**config.mk**
```make
export PLATFORM = sky130hd
export DESIGN_NAME = memory_type_selector
export DESIGN_NICKNAME = d
export VERILOG_FILES = /design/src/rtl/mts_pkg.sv /design/src/rtl/mts_ram.sv /design/src/rtl/mts_eval.sv /design/src/rtl/memory_type_selector.sv
export SDC_FILE = /design/constraint.sdc
export NUM_CORES = 2
export LEC_CHECK = 0
export CAP_MARGIN = 20
export CORE_ASPECT_RATIO = 0.8
export CORE_UTILIZATION = 38
export DETAILED_ROUTE_END_ITERATION = 10
export DONT_BUFFER_PORTS = 1
export PLACE_DENSITY = 0.53
export SYNTH_ARGS = -nofsm -noshare
export SYNTH_HDL_FRONTEND = slang
export SYNTH_SLANG_ARGS = --single-unit
```
**constraint.sdc**
```tcl
create_clock -name clk -period 11.05 [get_ports clk]
set_input_delay 1.6575 -clock clk [delete_from_list [all_inputs] [get_ports clk]]
set_output_delay 1.6575 -clock clk [all_outputs]
set_load 0.05 [all_outputs]
```
**src/rtl/mts_pkg.sv**
```systemverilog
// shared constants, types and helpers of the memory type selector
package mts_pkg;

  localparam int MAX_TYPES = 32;
  localparam int MAX_HEAPS = 16;
  localparam int TYPE_AW   = (MAX_TYPES > 1) ? $clog2(MAX_TYPES) : 1;
  localparam int HEAP_AW   = (MAX_HEAPS > 1) ? $clog2(MAX_HEAPS) : 1;
  localparam int CNT_W     = 6;
  localparam int IDX_W     = 5;
  localparam int HEAPNUM_W = 4;
  localparam int PROPS_W   = 32;
  localparam int BYTES_W   = 64;
  localparam int SCORE_W   = 6;

  localparam logic [1:0] OP_LOAD_TYPE = 2'd0;
  localparam logic [1:0] OP_LOAD_HEAP = 2'd1;
  localparam logic [1:0] OP_QUERY     = 2'd2;

  localparam logic [1:0] CFG_TYPE_COUNT = 2'd0;
  localparam logic [1:0] CFG_FORBIDDEN  = 2'd1;
  localparam logic [1:0] CFG_EXCL_HEAP  = 2'd2;

  typedef struct packed {
    logic [PROPS_W-1:0] allowed;
    logic [PROPS_W-1:0] req;
    logic [PROPS_W-1:0] pref;
    logic [PROPS_W-1:0] avoid;
    logic [BYTES_W-1:0] min_bytes;
  } query_t;

  typedef struct packed {
    logic [PROPS_W-1:0] forbidden;
    logic [PROPS_W-1:0] excl_heap;
  } policy_t;

  function automatic logic [SCORE_W-1:0] bit_count(input logic [31:0] v);
    logic [31:0] a;
    logic [31:0] b;
    logic [31:0] c;
    logic [31:0] p;
    a = v - ((v >> 1) & 32'h55555555);
    b = (a & 32'h33333333) + ((a >> 2) & 32'h33333333);
    c = (b + (b >> 4)) & 32'h0f0f0f0f;
    p = c * 32'h01010101;
    return p[29:24];
  endfunction

endpackage

```
**src/rtl/mts_ram.sv**
```systemverilog
// single-port-write, single-port-read synchronous ram with registered read data
module mts_ram #(
  parameter int WIDTH = 32,
  parameter int DEPTH = 32,
  parameter int AW    = 5
) (
  input  logic             clk,
  input  logic             we,
  input  logic [AW-1:0]    waddr,
  input  logic [WIDTH-1:0] wdata,
  input  logic [AW-1:0]    raddr,
  output logic [WIDTH-1:0] rdata_r
);

  logic [WIDTH-1:0] mem [DEPTH];

  always_ff @(posedge clk) begin
    if (we) begin
      mem[waddr] <= wdata;
    end
    rdata_r <= mem[raddr];
  end

endmodule

```
**src/rtl/mts_eval.sv**
```systemverilog
// candidate qualification stage and best-candidate tracking
module mts_eval import mts_pkg::*; (
  input  logic               clk,
  input  logic               rst_n,
  input  logic               clear,
  input  logic               in_v,
  input  logic [IDX_W-1:0]   idx,
  input  logic [PROPS_W-1:0] props,
  input  logic               heap_ok,
  input  logic [BYTES_W-1:0] heap_size,
  input  logic [PROPS_W-1:0] heap_flags,
  input  query_t             qry,
  input  policy_t            pol,
  output logic               busy,
  output logic               have_r,
  output logic [IDX_W-1:0]   best_idx_r
);

  logic               ok;
  logic               cand_v_r;
  logic [IDX_W-1:0]   cand_idx_r;
  logic               cand_av_r;
  logic [SCORE_W-1:0] cand_score_r;
  logic [BYTES_W-1:0] cand_size_r;
  logic               best_av_r;
  logic [SCORE_W-1:0] best_score_r;
  logic [BYTES_W-1:0] best_size_r;
  logic               take;

  assign ok = in_v && heap_ok
           && ((props & qry.req) == qry.req)
           && ((props & pol.forbidden) == '0)
           && ((heap_flags & pol.excl_heap) == '0)
           && !(heap_size < qry.min_bytes);

  always_ff @(posedge clk) begin
    if (!rst_n) begin
      cand_v_r <= 1'b0;
    end else begin
      cand_v_r <= ok && !clear;
    end
    cand_idx_r   <= idx;
    cand_av_r    <= (props & qry.avoid) != '0;
    cand_score_r <= bit_count(props & qry.pref);
    cand_size_r  <= heap_size;
  end

  // avoided status first, then preferred score, then strictly larger heap
  assign take = cand_v_r && (!have_r || (best_av_r && !cand_av_r) ||
                (best_av_r == cand_av_r &&
                 (cand_score_r > best_score_r ||
                  (cand_score_r == best_score_r && cand_size_r > best_size_r))));

  always_ff @(posedge clk) begin
    if (!rst_n || clear) begin
      have_r     <= 1'b0;
      best_idx_r <= '0;
    end else if (take) begin
      have_r     <= 1'b1;
      best_idx_r <= cand_idx_r;
    end
    if (take) begin
      best_av_r    <= cand_av_r;
      best_score_r <= cand_score_r;
      best_size_r  <= cand_size_r;
    end
  end

  assign busy = cand_v_r;

endmodule

```
**src/rtl/memory_type_selector.sv**
```systemverilog
// memory type selector top level: table loads, query sequencer, result register
// load transaction: written in the cycle it is accepted, one per cycle while no query is in progress
// query transaction: after acceptance min(type_count, 32) type entries are scanned; one
//   type entry leaves the type table per cycle, then three stages (heap read, qualify, rank)
// the input stalls until the result is written to the output register, also while a result blocks it
// reset clears control and the type count and sets the default policy masks; the tables are undefined until loaded
module memory_type_selector import mts_pkg::*; (
  input  logic                 clk,
  input  logic                 rst_n,
  input  logic                 cfg_we,
  input  logic [1:0]           cfg_index,
  input  logic [31:0]          cfg_wdata,
  input  logic                 in_valid,
  output logic                 in_stall,
  input  logic [1:0]           in_opcode,
  input  logic [IDX_W-1:0]     in_entry_index,
  input  logic [PROPS_W-1:0]   in_type_props,
  input  logic [HEAPNUM_W-1:0] in_type_heap,
  input  logic [BYTES_W-1:0]   in_heap_bytes,
  input  logic [PROPS_W-1:0]   in_heap_attr,
  input  logic [PROPS_W-1:0]   in_allowed_types,
  input  logic [PROPS_W-1:0]   in_required_props,
  input  logic [PROPS_W-1:0]   in_preferred_props,
  input  logic [PROPS_W-1:0]   in_avoided_props,
  input  logic [BYTES_W-1:0]   in_min_heap_bytes,
  output logic                 out_valid,
  input  logic                 out_stall,
  output logic                 out_found,
  output logic [IDX_W-1:0]     out_chosen_type
);

  localparam logic [1:0] ST_IDLE  = 2'd0;
  localparam logic [1:0] ST_SCAN  = 2'd1;
  localparam logic [1:0] ST_DRAIN = 2'd2;

  localparam int TYPE_W = PROPS_W + HEAPNUM_W;
  localparam int HEAP_W = BYTES_W + PROPS_W;

  logic [1:0]        state_r;
  logic [CNT_W-1:0]  type_count_r;
  policy_t           pol_r;
  query_t            qry_r;
  logic [CNT_W-1:0]  cnt_lim_nxt;
  logic [CNT_W-1:0]  cnt_lim_r;
  logic [CNT_W-1:0]  scan_idx_r;
  logic              in_acc;
  logic              is_query;
  logic              done;
  logic              type_we;
  logic              heap_we;
  logic [TYPE_W-1:0] type_rdata;
  logic [HEAP_W-1:0] heap_rdata;
  logic              tv_r;
  logic [IDX_W-1:0]  tidx_r;
  logic              hv_r;
  logic [IDX_W-1:0]  hidx_r;
  logic [PROPS_W-1:0] hprops_r;
  logic              hok_r;
  logic [HEAPNUM_W-1:0] t_heap;
  logic              eval_busy;
  logic              have;
  logic [IDX_W-1:0]  best_idx;
  logic              out_valid_r;
  logic              out_found_r;
  logic [IDX_W-1:0]  out_type_r;

  // configuration
  always_ff @(posedge clk) begin
    if (!rst_n) begin
      type_count_r  <= '0;
      pol_r.forbidden <= 32'h000000f0;
      pol_r.excl_heap <= 32'h00000008;
    end else if (cfg_we) begin
      unique case (cfg_index)
        CFG_TYPE_COUNT: type_count_r    <= cfg_wdata[CNT_W-1:0];
        CFG_FORBIDDEN:  pol_r.forbidden <= cfg_wdata;
        CFG_EXCL_HEAP:  pol_r.excl_heap <= cfg_wdata;
        default: ;
      endcase
    end
  end

  assign in_stall    = (state_r != ST_IDLE);
  assign in_acc      = in_valid && !in_stall;
  assign is_query    = in_acc && (in_opcode == OP_QUERY);
  assign cnt_lim_nxt = (type_count_r > CNT_W'(MAX_TYPES)) ? CNT_W'(MAX_TYPES) : type_count_r;

  assign type_we = in_acc && (in_opcode == OP_LOAD_TYPE) && (int'(in_entry_index) < MAX_TYPES);
  assign heap_we = in_acc && (in_opcode == OP_LOAD_HEAP) && (int'(in_entry_index) < MAX_HEAPS);

  mts_ram #(.WIDTH(TYPE_W), .DEPTH(MAX_TYPES), .AW(TYPE_AW)) u_type_ram (
    .clk     (clk),
    .we      (type_we),
    .waddr   (in_entry_index[TYPE_AW-1:0]),
    .wdata   ({in_type_props, in_type_heap}),
    .raddr   (scan_idx_r[TYPE_AW-1:0]),
    .rdata_r (type_rdata)
  );

  assign t_heap = type_rdata[HEAPNUM_W-1:0];

  mts_ram #(.WIDTH(HEAP_W), .DEPTH(MAX_HEAPS), .AW(HEAP_AW)) u_heap_ram (
    .clk     (clk),
    .we      (heap_we),
    .waddr   (in_entry_index[HEAP_AW-1:0]),
    .wdata   ({in_heap_bytes, in_heap_attr}),
    .raddr   (t_heap[HEAP_AW-1:0]),
    .rdata_r (heap_rdata)
  );

  // scan pipeline: type read, heap read, then qualify and rank
  always_ff @(posedge clk) begin
    if (!rst_n) begin
      tv_r <= 1'b0;
      hv_r <= 1'b0;
    end else begin
      tv_r <= (state_r == ST_SCAN) && qry_r.allowed[scan_idx_r[IDX_W-1:0]];
      hv_r <= tv_r;
    end
    tidx_r   <= scan_idx_r[IDX_W-1:0];
    hidx_r   <= tidx_r;
    hprops_r <= type_rdata[TYPE_W-1:HEAPNUM_W];
    hok_r    <= int'(t_heap) < MAX_HEAPS;
  end

  mts_eval u_eval (
    .clk        (clk),
    .rst_n      (rst_n),
    .clear      (is_query),
    .in_v       (hv_r),
    .idx        (hidx_r),
    .props      (hprops_r),
    .heap_ok    (hok_r),
    .heap_size  (heap_rdata[HEAP_W-1:PROPS_W]),
    .heap_flags (heap_rdata[PROPS_W-1:0]),
    .qry        (qry_r),
    .pol        (pol_r),
    .busy       (eval_busy),
    .have_r     (have),
    .best_idx_r (best_idx)
  );

  assign done = (state_r == ST_DRAIN) && !tv_r && !hv_r && !eval_busy
             && (!out_valid_r || !out_stall);

  // sequencer
  always_ff @(posedge clk) begin
    if (!rst_n) begin
      state_r    <= ST_IDLE;
      scan_idx_r <= '0;
    end else begin
      unique case (state_r)
        ST_IDLE: begin
          if (is_query) begin
            scan_idx_r <= '0;
            state_r    <= (cnt_lim_nxt == '0) ? ST_DRAIN : ST_SCAN;
          end
        end
        ST_SCAN: begin
          scan_idx_r <= scan_idx_r + 1'b1;
          if (scan_idx_r == cnt_lim_r - 1'b1) begin
            state_r <= ST_DRAIN;
          end
        end
        ST_DRAIN: begin
          if (done) begin
            state_r <= ST_IDLE;
          end
        end
        default: state_r <= ST_IDLE;
      endcase
    end
    if (is_query) begin
      cnt_lim_r       <= cnt_lim_nxt;
      qry_r.allowed   <= in_allowed_types;
      qry_r.req       <= in_required_props;
      qry_r.pref      <= in_preferred_props;
      qry_r.avoid     <= in_avoided_props;
      qry_r.min_bytes <= in_min_heap_bytes;
    end
  end

  // result register
  always_ff @(posedge clk) begin
    if (!rst_n) begin
      out_valid_r <= 1'b0;
    end else if (done) begin
      out_valid_r <= 1'b1;
    end else if (!out_stall) begin
      out_valid_r <= 1'b0;
    end
    if (done) begin
      out_found_r <= have;
      out_type_r  <= have ? best_idx : '0;
    end
  end

  assign out_valid       = out_valid_r;
  assign out_found       = out_found_r;
  assign out_chosen_type = out_type_r;

endmodule
```
== Word-level counts from Yosys, hierarchy flattened ==
Memories as Yosys holds them, arrays and structs flattened. A register that Yosys moved wholly into a read port is not among the register bits.
Index checks and enable logic that the tools add are counted.
W data, S select, Z words.

* Memories: 2
* Bits of input ports: 370
* Flip-flop bits (word level): 481
* Bits in writable memories: 2,688
* Word-level logic and storage cells: 127

{| class="wikitable"
|+ Memory list
! memory !! depth !! width !! rd ports !! clocked after Yosys merged registers in !! write ports !! RTL line !! source
|-
| u_heap_ram.mem || 16 || 96 || 1 || 1 || 1 || mts_ram.sv:15 || <nowiki>logic [WIDTH-1:0] mem [DEPTH];</nowiki>
|-
| u_type_ram.mem || 32 || 36 || 1 || 1 || 1 || mts_ram.sv:15 ||
|}

* Multiply operators: 1
* Equality and inequality tests: 14
* $lt $le $gt $ge: 6
* Reductions and logical operators: 49
* Bitwise gates (word level): 5
* Mux-type cells: 16
* Add/subtract/negate cells: 5

{| class="wikitable"
|+ Operators with widths
! kind !! number
|-
| $and A32 B32 Y32 || 5
|-
| $gt A64 B64 Y1 || 1
|-
| $logic_not A32 Y1 || 2
|-
| $lt A64 B64 Y1 || 1
|-
| $eq A32 B32 Y1 || 1
|-
| $reduce_bool A32 Y1 || 1
|-
| $sub A32 B31 Y32 || 1
|-
| $add A30 B30 Y31 || 1
|-
| $mul A28 B25 Y30 const B || 1
|-
| $add A28 B27 Y28 || 1
|-
| $logic_and A1 B1 Y1 || 19
|-
| $eq A6 B6 Y1 || 2
|-
| $mux W6 || 2
|-
| $pmux W6 S2 || 1
|-
| $logic_not A1 Y1 || 11
|-
| $mux W2 || 4
|-
| $reduce_and A2 Y1 || 4
|-
| $mux W1 || 7
|-
| $add A6 B1 Y6 const B || 1
|-
| $eq A2 B1 Y1 const B || 3
|-
| $eq A2 B2 Y1 const B || 3
|-
| $gt A6 B6 Y1 || 1
|-
| $gt A6 B6 Y1 const B || 1
|-
| $logic_not A2 Y1 || 3
|-
| 12 further kinds || 19
|}

== Logic depth before layout (Yosys ltp) ==
* Depth after elaboration: 7
* Depth in mapped cells: 25
* Gate-level depth less buffers: 25

== Modules after synthesis ==
Synthesis repeated with hierarchy kept, for this count alone.

* Cell total of the unflattened synthesis: 6,809
* Area, all modules: 126,508.8 µm²

{| class="wikitable"
|+ By module, submodules not included
! module !! cells each !! area an instance (µm²) !! sequential area each (µm²) !! times used
|-
| mts_ram at u_heap_ram || 2,460 || 59,355.7 || 48,046.1 || 1
|-
| mts_ram at u_type_ram || 2,536 || 45,583.7 || 35,313.9 || 1
|-
| mts_eval || 1,143 || 10,984.3 || 3,793.6 || 1
|-
| memory_type_selector || 670 || 10,585.2 || 8,588.2 || 1
|}

== Least setup slack after synthesis ==
Ideal clock, no wire load.

* Path kind: input-to-reg
* From: input in_opcode[1]
* To: memory u_heap_ram.mem[3][0] in the netlist's numbering (enable)
* Cell stages on the path: 4
* Buffers on the path: 0
* Data required time: 10.382 ns
* Library setup time: 0.668 ns
* Data arrival time: 8.897 ns
* Path slack: 1.485 ns
* Cell sequence: nand3b_1 -> nor3b_1 -> nand3_1 -> nor3_1

* Longest elaborated chain between the ends: 5

{| class="wikitable"
|+ RTL lines
! item !! RTL line !! source
|-
| start, declared || memory_type_selector.sv:15 || <nowiki>input logic [1:0] in_opcode,</nowiki>
|-
| $eq A2 B1 Y1 || memory_type_selector.sv:89 || <nowiki>assign heap_we = in_acc && (in_opcode == OP_LOAD_HEAP) && (int'(in_entry_index) < MAX_HEAPS);</nowiki>
|-
| $logic_and A1 B1 Y1 (2 in a row) || memory_type_selector.sv:89 ||
|-
| $mux W1 || mts_ram.sv:18 || <nowiki>if (we) begin</nowiki>
|-
| $mux W1 (not written as such) || mts_ram.sv:19 || <nowiki>mem[waddr] <= wdata;</nowiki>
|-
| end, declared || mts_ram.sv:15 ||
|}

No other way between the ends.

== Final worst setup path ==
* From: register hprops_r[1]
* To: register u_eval.cand_score_r[5]

* Longest elaborated chain between the ends: 5

{| class="wikitable"
|+ RTL lines
! item !! RTL line !! source
|-
| start, declared || memory_type_selector.sv:57 || <nowiki>logic [PROPS_W-1:0] hprops_r;</nowiki>
|-
| start signal, assigned || memory_type_selector.sv:122 || <nowiki>hprops_r <= type_rdata[TYPE_W-1:HEAPNUM_W];</nowiki>
|-
| $and A32 B32 Y32 || mts_eval.sv:44 || <nowiki>cand_score_r <= bit_count(props & qry.pref);</nowiki>
|-
| $sub A32 B31 Y32 || mts_pkg.sv:41 || <nowiki>a = v - ((v >> 1) & 32'h55555555);</nowiki>
|-
| $add A30 B30 Y31 || mts_pkg.sv:42 || <nowiki>b = (a & 32'h33333333) + ((a >> 2) & 32'h33333333);</nowiki>
|-
| $add A28 B27 Y28 || mts_pkg.sv:43 || <nowiki>c = (b + (b >> 4)) & 32'h0f0f0f0f;</nowiki>
|-
| $mul A28 B25 Y30 || mts_pkg.sv:44 || <nowiki>p = c * 32'h01010101;</nowiki>
|-
| end signal, assigned || mts_eval.sv:44 ||
|-
| end, declared || mts_eval.sv:23 || <nowiki>logic [SCORE_W-1:0] cand_score_r;</nowiki>
|}

No other way between the ends.
A chain may end at the register's enable or synchronous reset.

==> flow_summary_export.csv <==
group,metric,value,unit
setup_path,crit_chain,"and2_2 -> ha_1 -> a21boi_0 -> and3_2 -> o21ai_0 -> a21bo_2 -> a21oi_1 -> xor2_1 -> ha_1 -> inv_1 -> fa_1 -> inv_1 -> fa_1 -> xor2_1 -> ha_1 -> fa_1 -> fa_1 -> fa_1 -> ha_1 -> ha_1 -> a21o_1 -> a21oi_1 -> xnor2_1",
timing,period_needed,6.47,ns
setup_path,critical_path.top_delay_family,"adder cells",
synth,synth_compound_gate_area_share,0.0179,
floorplanning,initial_core_util,0.382,
timing,fin_crit_sh,0.585,
detailed_routing,top_layer,"met5",
detailed_routing,ant_nets,0,
synth,synth_top_family_by_area,"multiplexers",
detailed_routing,wl_per_cell,31.0,um
setup_path,cp-end-kind,"register",
timing,final.setup.tns,0,ns
synth,yosys.area.top_type,"edfxtp_1",
cts,clk_pin_slew,0.07,ns
grt,grt_max_degree,137,
min_path,hold_depth,0,
setup_path,worstPathRequired,11.86,ns
timing,hold_viol,0,
timing,grt_setup_unrepaired,"false",
setup_path,crit_buf_inv,2,
power,p_per_area,184,nW/um^2
floorplanning,row_count,188,
synth,synth-xor-area-share,0.00308,
detailed_routing,wl_met1,144000,um
floorplanning,die_y,515,um
detailed_routing,wl_met2,158000,um
detailed_routing,drtIter0Drc,5090,
setup_path,critPathMaxFanout,5,
timing,setup_viol,0,
synth,ys.flop_type,"edfxtp_1",
cts,ctsResizeCount,0,
floorplanning,core_area,328000,sq um
synth,ys_warn_count,0,
timing,max_freq,0.155,GHz
cts,clock_sinks,3301,
detailed_routing,totalWireLength,329000,um
setup_path,worstPathArrival,7.27,ns
timing,report.final.slew_viol_count,0,
synth,syn-num-nets,6341,
power,irDropWorstVdd,0.151,mV
synth,ys_seq_area_frac,0.765,
cts,post_cts_buffers,0,
grt,grt_antenna_before_repair,23,
synth,synth_fa_ha_area_frac,0.0248,
cells_and_area,layoutNonFillerInstCount,10611,
setup_path,critical_path_depth,23,
cells_and_area,multi_input_area,28000,sq um
grt,track_usage,0.196,
synth,synth_top_area_share,0.711,
setup_path,path_class,"reg2reg",
min_path,hold_end,"u_eval.cand_idx_r[0]",
placed_design,io_buffers,0,
status,outcome,"finished, final reports clean",
setup_path,cp-start-kind,"register",
synth,ys_top_cells_by_area,"edfxtp_1, mux4_2, dfxtp_1",
placed_design,pre_cts_ws,4.66,ns
cts,cts_buffers,335,
placed_design,dp.cells,9984,
detailed_routing,firstDrtPassIters,7,
floorplanning,ios,378,
synth,synth_area,125000,sq um
detailed_routing,drt-vias-per-instance,5.48,
floorplanning,die_x,644,um
grt,grt-ovfl-total,0,
cells_and_area,syn_to_final_growth,13.3,%
synth,synth_edf_count,2963,
min_path,hp-start,"hidx_r[0]",
cells_and_area,layout-drive-gt1-share,0.247,
setup_path,reg2reg_depth,23,
timing,slew_headroom,0.237,
detailed_routing,dr_wl_met3,20000,um
power,leakage,45.1,nW
cts,cts_tree,"built",
cells_and_area,seq_area,95800,sq um
setup_path,cp_slowest_cell,"fa_1",
placed_design,dp_hpwl,183000,um
grt,first_global_vias,59895,
synth,avgSynthCellArea,21.8,sq um
setup_path,critPathMaxStageDelay,0.57,ns
synth,async_reset_ff_frac,0,
setup_path,r2r_slack,4.58,ns
floorplanning,die_area,332000,sq um
synth,ys_types,71,
cts,ctsHtreeMaxLevel,5,
min_path,hp-class,"reg2reg",
synth,ys_ff_latch,3301,
timing,tightest_slew,1.14,ns
cts,clock_latency,0.93,ns
cells_and_area,nFillCells,28027,
detailed_routing,vias,58098,
synth,muxShareOfSynthArea,0.158,
synth,netlist_instances,5735,
detailed_routing,drcViolationCount,0,
cells_and_area,finalNetCount,6557,
cts,hold_buffers,0,
timing,fin_skew,0.0724,ns
timing,setup_slack,4.58,ns
setup_path,timing.rr.end,"u_eval.cand_score_r[5]",
synth,synthSimpleGateAreaFrac,0.0174,
cts,root_buffer,"clkbuf_16",
placed_design,gp_congestion,0.851,
grt,grt_pass1_wl,462000,um
flow_run,drv_cap,0,
cts,clock_path_buffers,4,
setup_path,reg2reg_from,"hprops_r[1]",
cell usage in the layout, fill, tap and decap left out, types with 8 or more instances in the layout:
master / count
buf_12: 14
a21o_1: 27
xor2_1: 20
and2_1: 11
ha_1: 216
edfxtp_1: 2963
a22oi_1: 15
nor3_1: 11
mux4_2: 850
dfxtp_4: 9
nand3_1: 20
nor2b_1: 31
a211oi_1: 8
nand2b_1: 15
nand4_1: 34
clkbuf_1: 93
a221oi_1: 21
buf_4: 91
mux2_2: 37
o21ai_0: 55
clkinv_1: 54
a21oi_1: 76
nand2_1: 225
nor2_1: 36
clkbuf_16: 344
inv_1: 222
nor2_4: 45
dfxtp_1: 329
a21boi_0: 67
clkbuf_8: 15
bufinv_16: 19
clkinvlp_4: 10
mux2i_1: 16
xnor2_1: 24
clkinv_2: 61
o211ai_1: 10
diode_2: 8
fa_1: 20
cell type report:
| class | instances | area share |
|---|---|---|
| tap | 4370 | 0.0385 |
| inverter | 223 | 0.00595 |
| multi-input combinational | 1982 | 0.197 |
| sequential | 3301 | 0.675 |
| antenna | 8 | 0.000141 |
| clock buffer | 452 | 0.0646 |
| timing repair buffer | 108 | 0.00722 |
| clock inverter | 167 | 0.0109 |
cell families (layout without fill, tap and decap cells):
group | after synthesis | after routing
compound gates | 328 | 328
xor+xnor | 44 | 44
fa+ha+maj | 236 | 236
buf+inv | 452 | 950
flops | 3301 | 3301
mux | 904 | 904
other cells | 0 | 8
simple gates | 470 | 470
stage by stage:
stage                util  hold WS [ns]  power [mW]  instance area, sq um
floorplan               -         0.310        14.9                125000
global placement    0.400         0.311        15.2                131000
detailed placement  0.400         0.312        15.2                131000
CTS                 0.433         0.321        26.4                142000
global route        0.433         0.322        26.9                142000
finish              0.433         0.324        26.1                142000
cells in the mapped netlist (all sizes together), types with 16 or more instances:
library cell and number:
xnor2 24, nand4 34, a21oi 76, dfxtp 338, clkbuf 138, a21boi 68, ha 216, nand2 225
nor2b 31, mux4 850, mux2i 16, nor2 81, buf 91, mux2 38, fa 20, nand3 20
edfxtp 2963, a21o 27, o21ai 56, xor2 20, inv 223, a221oi 24
registers in the layout, indices dropped and copies added, names as in the netlist, 5 cells and up:
signal               flops
scan_idx_r               6
hidx_r                   5
u_eval.best_idx_r        5
u_type_ram.mem        1152
type_count_r             6
u_heap_ram.rdata_r      96
u_eval.cand_score_r      6
qry_r                  192
pol_r                   64
u_eval.cand_idx_r        5
hprops_r                32
u_eval.best_size_r      64
u_eval.best_score_r      6
u_eval.cand_size_r      64
u_heap_ram.mem        1536
cnt_lim_r                6
u_type_ram.rdata_r      36
tidx_r                   5
out_chosen_type          5
where the power goes:
| group | switching, mW | leakage [nW] | internal [mW] |
|---|---|---|---|
| Clock | 4.81 | 5.22 | 6.30 |
| Combinational | 0.614 | 10.4 | 0.536 |
| Sequential | 0.0983 | 29.5 | 13.7 |
worst max path at each step:
stage | slack (ns) | endpoint | start
after floorplan | 1.48 | u_heap_ram.mem[3][0] | in_opcode[1]
after detailed placement | 4.66 | u_eval.cand_score_r[5] | hprops_r[1]
after global placement | 4.66 | u_eval.cand_score_r[5] | hprops_r[1]
after global routing | 4.30 | u_eval.cand_score_r[5] | hprops_r[1]
final | 4.58 | u_eval.cand_score_r[5] | hprops_r[1]
after CTS | 4.57 | u_eval.cand_score_r[5] | hprops_r[1]
worst register-to-register path, stage by stage, from the launching register on:
cell and delay [ns]:
dfxtp_1 0.51, and2_2 0.23, ha_1 0.13, a21boi_0 0.34
and3_2 0.26, o21ai_0 0.08, a21bo_2 0.27, a21oi_1 0.19
xor2_1 0.19, ha_1 0.17, inv_1 0.06, fa_1 0.54
inv_1 0.06, fa_1 0.37, xor2_1 0.19, ha_1 0.23
fa_1 0.57, fa_1 0.45, fa_1 0.46, ha_1 0.33
ha_1 0.29, a21o_1 0.16, a21oi_1 0.18, xnor2_1 0.14
layer usage:
| layer | GRT usage | vias to the layer above |
|---|---|---|
| met1 | 0.276 | 31916 |
| met4 | 0.0427 | 28 |
| met3 | 0.0374 | 447 |
| met5 | 0 | - |
| li1 | - | 24058 |
| met2 | 0.320 | 1649 |
(Power assumes the default switching activity.)
